[config.mk]
export PLATFORM = sky130hd
export DESIGN_NAME = life_grid_step
export DESIGN_NICKNAME = d
export VERILOG_FILES = /design/src/rtl/core/lgs_pkg.sv /design/src/rtl/core/lgs_ram.sv /design/src/rtl/core/lgs_row_unit.sv /design/src/rtl/core/life_grid_step.sv
export SDC_FILE = /design/constraint.sdc
export NUM_CORES = 1
export LEC_CHECK = 0
export BUFFER_PORTS_ARGS = -buffer_cell sky130_fd_sc_hd__buf_2
export CAP_MARGIN = 20
export CORE_UTILIZATION = 35
export DETAILED_ROUTE_END_ITERATION = 8
export PLACE_DENSITY_LB_ADDON = 0.25
export SKIP_LAST_GASP = 1
export SLEW_MARGIN = 20
export SYNTH_ARGS = -nofsm -noshare
export SYNTH_HDL_FRONTEND = slang
export SYNTH_SLANG_ARGS = --single-unit
[constraint.sdc]
create_clock -name clk -period 7.3 [get_ports clk]
set_input_delay 1.46 -clock clk [delete_from_list [all_inputs] [get_ports clk]]
set_output_delay 1.46 -clock clk [all_outputs]
set_load 0.01 [all_outputs]
[src/rtl/core/lgs_pkg.sv]
// Shared constants, command codes and control types for the life grid step block.
// No dependencies; lgs_row_unit.sv and life_grid_step.sv in rtl/core import this package.
package lgs_pkg;

  localparam int LGS_SIDE   = 8;   // default board side
  localparam int ROW_BITS   = 8;   // bits given to each row in the result word
  localparam int BOARD_BITS = 64;  // width of the packed result
  localparam int KIND_W     = 2;
  localparam int COORD_W    = 3;
  localparam int IN_BITS    = 8;   // kind, column, row packed, already whole bytes

  localparam logic [KIND_W-1:0] KIND_TOGGLE = 2'd0;
  localparam logic [KIND_W-1:0] KIND_STEP   = 2'd1;
  localparam logic [KIND_W-1:0] KIND_CLEAR  = 2'd2;

  // Command seen by the row unit for the row now being rewritten
  typedef struct packed {
    logic [KIND_W-1:0]  kind;
    logic               hit;    // toggle lands in this row and on the board
    logic [COORD_W-1:0] x_col;
  } lgs_ctrl_t;

endpackage

[src/rtl/core/lgs_ram.sv]
// Generic single-write, single-read synchronous RAM with registered read data.
// No dependencies.
module lgs_ram #(
  parameter int WIDTH = 8,
  parameter int DEPTH = 8
) (
  input  logic                     clk,
  input  logic                     we,
  input  logic [$clog2(DEPTH)-1:0] waddr,
  input  logic [WIDTH-1:0]         wdata,
  input  logic [$clog2(DEPTH)-1:0] raddr,
  output logic [WIDTH-1:0]         rdata
);

  logic [WIDTH-1:0] mem [DEPTH];

  always_ff @(posedge clk) begin
    if (we) begin
      mem[waddr] <= wdata;
    end
    rdata <= mem[raddr];
  end

endmodule

[src/rtl/core/lgs_row_unit.sv]
// Next value of one board row from itself and its two neighbour rows.
// Applies toggle, B3/S23 generation, clear or hold; depends on lgs_pkg.
module lgs_row_unit
  import lgs_pkg::*;
#(
  parameter int SIDE = LGS_SIDE
) (
  input  lgs_ctrl_t       ctrl,
  input  logic [SIDE-1:0] prv_row,
  input  logic [SIDE-1:0] cur_row,
  input  logic [SIDE-1:0] nxt_row,
  output logic [SIDE-1:0] new_row
);

  logic [SIDE-1:0] life_row;
  logic [SIDE-1:0] tgl_row;

  always_comb begin
    logic [3:0] n;
    life_row = '0;
    for (int x = 0; x < SIDE; x++) begin
      n = 4'(prv_row[x]) + 4'(nxt_row[x]);
      if (x > 0) begin
        n = n + 4'(prv_row[x-1]) + 4'(cur_row[x-1]) + 4'(nxt_row[x-1]);
      end
      if (x < SIDE - 1) begin
        n = n + 4'(prv_row[x+1]) + 4'(cur_row[x+1]) + 4'(nxt_row[x+1]);
      end
      life_row[x] = (n == 4'd3) || ((n == 4'd2) && cur_row[x]);
    end
  end

  assign tgl_row = ctrl.hit ? (cur_row ^ (SIDE'(1) << ctrl.x_col)) : cur_row;

  always_comb begin
    unique case (ctrl.kind)
      KIND_TOGGLE: new_row = tgl_row;
      KIND_STEP:   new_row = life_row;
      KIND_CLEAR:  new_row = '0;
      default:     new_row = cur_row;  // unused kind: hold the row
    endcase
  end

endmodule

[src/rtl/core/life_grid_step.sv]
// Life grid step: 8x8 (SIDE x SIDE) B3/S23 board held in a row memory.
// Each transaction sweeps the board one row per cycle; after the sweep the
// result is registered and out_tvalid rises, or the board waits in ST_HOLD
// while the output register is full. A new item is accepted only in ST_IDLE.
// Reset clears the per-row valid bits at once, so every cell reads dead; the
// RAM itself is not cleared and no item is held off after reset.
module life_grid_step
  import lgs_pkg::*;
#(
  parameter int SIDE = LGS_SIDE
) (
  input  logic                  clk,
  input  logic                  rst_n,
  input  logic                  in_tvalid,
  output logic                  in_tready,
  input  logic [IN_BITS-1:0]    in_tdata,   // [1:0] kind, [4:2] x_column, [7:5] y_row
  output logic                  out_tvalid,
  input  logic                  out_tready,
  output logic [BOARD_BITS-1:0] out_tdata   // [63:0] board_bits
);

  localparam int AW = $clog2(SIDE);
  localparam int CW = $clog2(SIDE + 2);
  localparam logic [CW-1:0] C_LAST = CW'(SIDE + 1);

  typedef enum logic [2:0] {
    ST_IDLE  = 3'b001,
    ST_SWEEP = 3'b010,
    ST_HOLD  = 3'b100
  } state_t;

  state_t                  st_r, st_nxt;
  logic [CW-1:0]           cnt_r, cnt_nxt;
  logic [SIDE-1:0]         row_vld_r, row_vld_nxt;
  logic                    rd_vld_r, rd_vld_nxt;
  logic                    out_vld_r, out_vld_nxt;
  logic [KIND_W-1:0]       kind_r, kind_nxt;
  logic [COORD_W-1:0]      x_r, x_nxt;
  logic [COORD_W-1:0]      y_r, y_nxt;
  logic [SIDE-1:0]         prv_r, prv_nxt;
  logic [SIDE-1:0]         cur_r, cur_nxt;
  logic [BOARD_BITS-1:0]   asm_r, asm_nxt;
  logic [BOARD_BITS-1:0]   out_r, out_nxt;

  logic                    accept;
  logic                    rd_issue;
  logic [AW-1:0]           rd_addr;
  logic [SIDE-1:0]         ram_rdata;
  logic [SIDE-1:0]         nxt_row;
  logic                    wr_en;
  logic [CW-1:0]           wr_cnt;
  logic [AW-1:0]           wr_addr;
  logic [SIDE-1:0]         new_row;
  lgs_ctrl_t               ctrl;
  logic                    out_free;

  assign in_tready  = (st_r == ST_IDLE);
  assign accept     = in_tvalid && in_tready;
  assign out_tvalid = out_vld_r;
  assign out_tdata  = out_r;
  assign out_free   = !out_vld_r || out_tready;

  assign rd_issue = (st_r == ST_SWEEP) && (cnt_r < CW'(SIDE));
  assign rd_addr  = cnt_r[AW-1:0];
  // Rows above the top or below the bottom arrive as dead
  assign nxt_row  = rd_vld_r ? ram_rdata : '0;
  assign wr_en    = (st_r == ST_SWEEP) && (cnt_r >= CW'(2));
  assign wr_cnt   = cnt_r - CW'(2);
  assign wr_addr  = wr_cnt[AW-1:0];

  assign ctrl.kind  = kind_r;
  assign ctrl.x_col = x_r;
  assign ctrl.hit   = (kind_r == KIND_TOGGLE) && (int'(x_r) < SIDE) &&
                      (int'(y_r) < SIDE) && (y_r == COORD_W'(wr_addr));

  lgs_ram #(
    .WIDTH (SIDE),
    .DEPTH (SIDE)
  ) u_ram (
    .clk   (clk),
    .we    (wr_en),
    .waddr (wr_addr),
    .wdata (new_row),
    .raddr (rd_addr),
    .rdata (ram_rdata)
  );

  lgs_row_unit #(
    .SIDE (SIDE)
  ) u_row (
    .ctrl    (ctrl),
    .prv_row (prv_r),
    .cur_row (cur_r),
    .nxt_row (nxt_row),
    .new_row (new_row)
  );

  always_comb begin
    st_nxt      = st_r;
    cnt_nxt     = cnt_r;
    row_vld_nxt = row_vld_r;
    rd_vld_nxt  = rd_issue ? row_vld_r[rd_addr] : 1'b0;
    out_vld_nxt = out_vld_r;
    kind_nxt    = kind_r;
    x_nxt       = x_r;
    y_nxt       = y_r;
    prv_nxt     = prv_r;
    cur_nxt     = cur_r;
    asm_nxt     = asm_r;
    out_nxt     = out_r;

    if (out_vld_r && out_tready) begin
      out_vld_nxt = 1'b0;
    end

    if (wr_en) begin
      row_vld_nxt[wr_addr] = 1'b1;
      for (int r = 0; r < SIDE; r++) begin
        if (wr_addr == AW'(r)) begin
          asm_nxt[r*ROW_BITS +: ROW_BITS] = ROW_BITS'(new_row);
        end
      end
    end

    unique case (st_r)
      ST_IDLE: begin
        if (accept) begin
          kind_nxt = in_tdata[1:0];
          x_nxt    = in_tdata[4:2];
          y_nxt    = in_tdata[7:5];
          prv_nxt  = '0;
          cur_nxt  = '0;
          asm_nxt  = '0;
          cnt_nxt  = '0;
          st_nxt   = ST_SWEEP;
        end
      end
      ST_SWEEP: begin
        // Slide the three-row window down by one
        prv_nxt = cur_r;
        cur_nxt = nxt_row;
        cnt_nxt = cnt_r + CW'(1);
        if (cnt_r == C_LAST) begin
          if (out_free) begin
            out_nxt     = asm_nxt;
            out_vld_nxt = 1'b1;
            st_nxt      = ST_IDLE;
          end else begin
            st_nxt = ST_HOLD;
          end
        end
      end
      ST_HOLD: begin
        // Hold the finished board until the output register frees up
        if (out_free) begin
          out_nxt     = asm_r;
          out_vld_nxt = 1'b1;
          st_nxt      = ST_IDLE;
        end
      end
      default: st_nxt = ST_IDLE;
    endcase
  end

  always_ff @(posedge clk) begin
    if (!rst_n) begin
      st_r      <= ST_IDLE;
      cnt_r     <= '0;
      row_vld_r <= '0;
      rd_vld_r  <= 1'b0;
      out_vld_r <= 1'b0;
    end else begin
      st_r      <= st_nxt;
      cnt_r     <= cnt_nxt;
      row_vld_r <= row_vld_nxt;
      rd_vld_r  <= rd_vld_nxt;
      out_vld_r <= out_vld_nxt;
    end
  end

  always_ff @(posedge clk) begin
    kind_r <= kind_nxt;
    x_r    <= x_nxt;
    y_r    <= y_nxt;
    prv_r  <= prv_nxt;
    cur_r  <= cur_nxt;
    asm_r  <= asm_nxt;
    out_r  <= out_nxt;
  end

endmodule

==> impl_metrics.toml <==
[outcome]
status = "complete, but fails checks"
violations = "DRC"

[final_layout]
synthToLayoutAreaGrowth_pct = 14.6
n_antenna_cell = 0
final_nets = 1058
drive_above_1_share_pct = 19.2
fin_area_mm2 = 0.0126

[synth]
syn-num-nets = 981
ys_ff_latch = 241
async_reset_ff_share_pct = 0
synth_cells = 911
synth_top_area_cell = "edfxtp_1"
synth_edf_count = 152
synthDistinctLibCells = 50
synth.cell_area_mm2 = 0.0110
seq_area_frac_synth_pct = 57.5
yosysWarnings = 0
avgSynthCellArea_um2 = 12.1
ys.flop_type = "edfxtp_1"
yosysTopAreaCellShare_pct = 41.3
ys_top_cells_by_area = "edfxtp_1, dfxtp_1, a31oi_1"

[sta]
worst_slack_ns = 2.56
relSlewSlack_pct = 30.5
rsz0062_at_grt = "no"
worst_pin_slew_ns = 1.02
finalHoldViolations = 0
setup_tns_ns = 0
hold_slack_ns = 0.464
clock_skew_ns = 0.0194
fin_crit_sh_pct = 65.0
finalCriticalPeriod_ns = 4.74
report.final.slew_viol_count = 0
max_freq_ghz = 0.211
setup_viol = 0

[critical_path]
crit_required_ns = 7.64
cp_num_buf_inv = 5
arrival_ns = 5.08
endpoint_kind = "flip-flop"
rr_worst_depth = 15
start_kind = "flip-flop"
path_max_fanout = 9
slowest_delay_ns = 0.68
r2r_start = "rd_vld_r$_SDFF_PN0_"
regToRegEndpoint = "u_ram.mem[1][6]$_DFFE_PP_"
r2r_slack_ns = 2.56
slowest_stage = "or4b_2"
worstSetupPathType = "flip-flop to flip-flop"
cp_top_family = "adder cells"
crit_chain = "nand2_1 > inv_1 > ha_1 > inv_1 > fa_1 > fa_1 > inv_1 > fa_1 > inv_1 > fa_1 > or4b_2 > a21oi_1 > o311ai_2 > buf_4 > nand2_1"

[clocking]
clockBufferDepth = 3
cts-resized-gates = 0
ctsHoldBuffers = 0
cts_buffers = 26
worst_skew_pair.late_latency_ns = 0.53
cts_setup_buffers = 0
cts-root-buf = "clkbuf_16"
clock-sinks = 241
htreeDepth = 1
cts_tree = "done"
path_clk_slew_ns = 0.06

[floorplan]
ios = 78
initial_core_util_pct = 35.8
coreArea_mm2 = 0.0308
die-area_mm2 = 0.0323
die_w_um = 180
rows = 64
die_y_um = 180

[flow_run]
drv_cap = 0

[hold_path]
holdPathStages = 1
min_path_type = "flip-flop to flip-flop"
hold-path-endpoint = "row_vld_r[5]$_SDFFE_PN0P_"
hp-start = "row_vld_r[5]$_SDFFE_PN0P_"

[detailed_routing]
firstDrtPassIters = 9
routed_wl_um = 26600
via_count = 7362
drtIter0Drc = 650
via_per_inst = 5.25
avgRoutedWirePerCell_um = 18.9
drc = 5
ant_nets = 0

[placed_design]
place_congestion = 0.807
port-buffer-count = 77
placed_area_mm2 = 0.0119
dp_hpwl_um = 17500
place_ws_ns = 2.58

[global_routing]
antenna_found_initial = 1
grt_start_max_net_pins = 65
grt_usage_pct = 16.6
gr-total-overflow = 0
grt_pass1_wl_um = 41800
grt_pass1_vias = 7071

[power_and_ir_drop]
leakage_uw = 0.00483
ir_drop_mv = 0.169
cellPowerDensity_mw_per_mm2 = 237
## worst register-to-register path: cells and delay by family (launching register included)
| family | cells | cell delay, ns |
|---|---|---|
| AO/OA/AOI/OAI | 2 | 0.46 |
| adder cells (fa/ha/maj) | 5 | 1.93 |
| buffers and inverters | 5 | 0.62 |
| flip-flops | 1 | 0.43 |
| AND/OR/NAND/NOR | 3 | 1.13 |
## cell usage in the layout (no fill, tap or decap), types with 4 or more instances in the layout
| cell | instances |
|---|---|
| fa_1 | 28 |
| o21ai_0 | 56 |
| a211oi_1 | 14 |
| or4b_2 | 4 |
| mux4_2 | 18 |
| nand3b_1 | 4 |
| o21a_1 | 9 |
| nand2_1 | 49 |
| buf_4 | 27 |
| o311ai_2 | 4 |
| nor3b_1 | 6 |
| buf_2 | 77 |
| edfxtp_1 | 152 |
| nor2b_1 | 23 |
| a211oi_2 | 4 |
| dfxtp_1 | 89 |
| ha_1 | 30 |
| inv_1 | 75 |
| clkinv_1 | 4 |
| and3_1 | 7 |
| mux2i_2 | 8 |
| clkbuf_1 | 10 |
| nor4_1 | 6 |
| and2_1 | 8 |
| nor2_1 | 98 |
| a2111oi_4 | 4 |
| clkbuf_16 | 26 |
| a21oi_1 | 24 |
| a31oi_1 | 96 |
| nand3_1 | 6 |
## worst max path at each step
stage                        startpoint  slack, ns  depth (start not counted)                   endpoint
detailed placement  rd_vld_r$_SDFF_PN0_       2.58                         15  u_ram.mem[2][6]$_DFFE_PP_
global route        rd_vld_r$_SDFF_PN0_       2.31                         15  u_ram.mem[1][6]$_DFFE_PP_
global placement    rd_vld_r$_SDFF_PN0_       2.64                         15  u_ram.mem[2][6]$_DFFE_PP_
CTS                 rd_vld_r$_SDFF_PN0_       2.56                         15  u_ram.mem[3][6]$_DFFE_PP_
finish              rd_vld_r$_SDFF_PN0_       2.56                         15  u_ram.mem[1][6]$_DFFE_PP_
floorplan                    out_tready       0.82                          2     out_tdata[0]$_DFFE_PP_
## report_power, final
| group | switching, µW | internal [µW] |
|---|---|---|
| combinational | 210 | 93.4 |
| sequential | 23.9 | 1480 |
| clock | 515 | 680 |
| total | 749 | 2250 |
## layout make-up
| type | count | area [µm²] |
|---|---|---|
| Tap cell | 396 | 495 |
| Clock inverter | 9 | 57.6 |
| Fill cell | 2926 | 18200 |
| Clock buffer | 38 | 716 |
| Timing Repair Buffer | 104 | 588 |
| Inverter | 76 | 285 |
| Sequential cell | 241 | 6350 |
| Multi-Input combinational cell | 539 | 4160 |
## sequential cells by signal, summed over array words and instances (netlist names)
register	cells
asm_r	64
cnt_r	4
cur_r	8
kind_r	2
out_tdata	64
out_tvalid	1
prv_r	8
rd_vld_r	1
row_vld_r	8
st_r	3
u_ram.mem	64
u_ram.rdata	8
x_r	3
y_r	3
## routing by layer
metal	share of wire, %	global-route usage (%)	wire [µm]	up-vias
li1	-	-	-	3475
met1	48	24.3	12700	3637
met2	45	25.6	11900	217
met3	5.8	2.80	1540	33
met4	1.8	3.90	470	0
met5	0	0	0	-
## synth_stat cells (all sizes together), types with 9 or more instances
master  instances
fa             28
edfxtp        152
mux2i           9
buf            34
nor2b          23
o21a            9
a211oi         20
mux4           18
o21ai          56
inv            75
a21oi          24
ha             30
nand2          49
nor2           98
clkbuf         21
dfxtp          89
a31oi          96
## kinds of logic (layout without fill, tap and decap cells)
group / Yosys count / after routing / share of synthesized area, %
compound gates: 222 / 222 / 13.4
xor+xnor: 5 / 5 / 0.601
fa+ha+maj: 58 / 58 / 8.48
buf+inv: 131 / 227 / 5.52
flops: 241 / 241 / 57.5
mux: 27 / 27 / 4.52
simple gates: 227 / 227 / 9.96
## per-stage QoR
stage	total power, µW	instances	util, %
detailed placement	1830	1356	38.5
CTS	3040	1403	41.0
finish	3000	1403	41.0
global placement	1830	1356	38.5
global route	3120	1403	41.0
floorplan	1720	911	-
(Power assumes the default switching activity.)
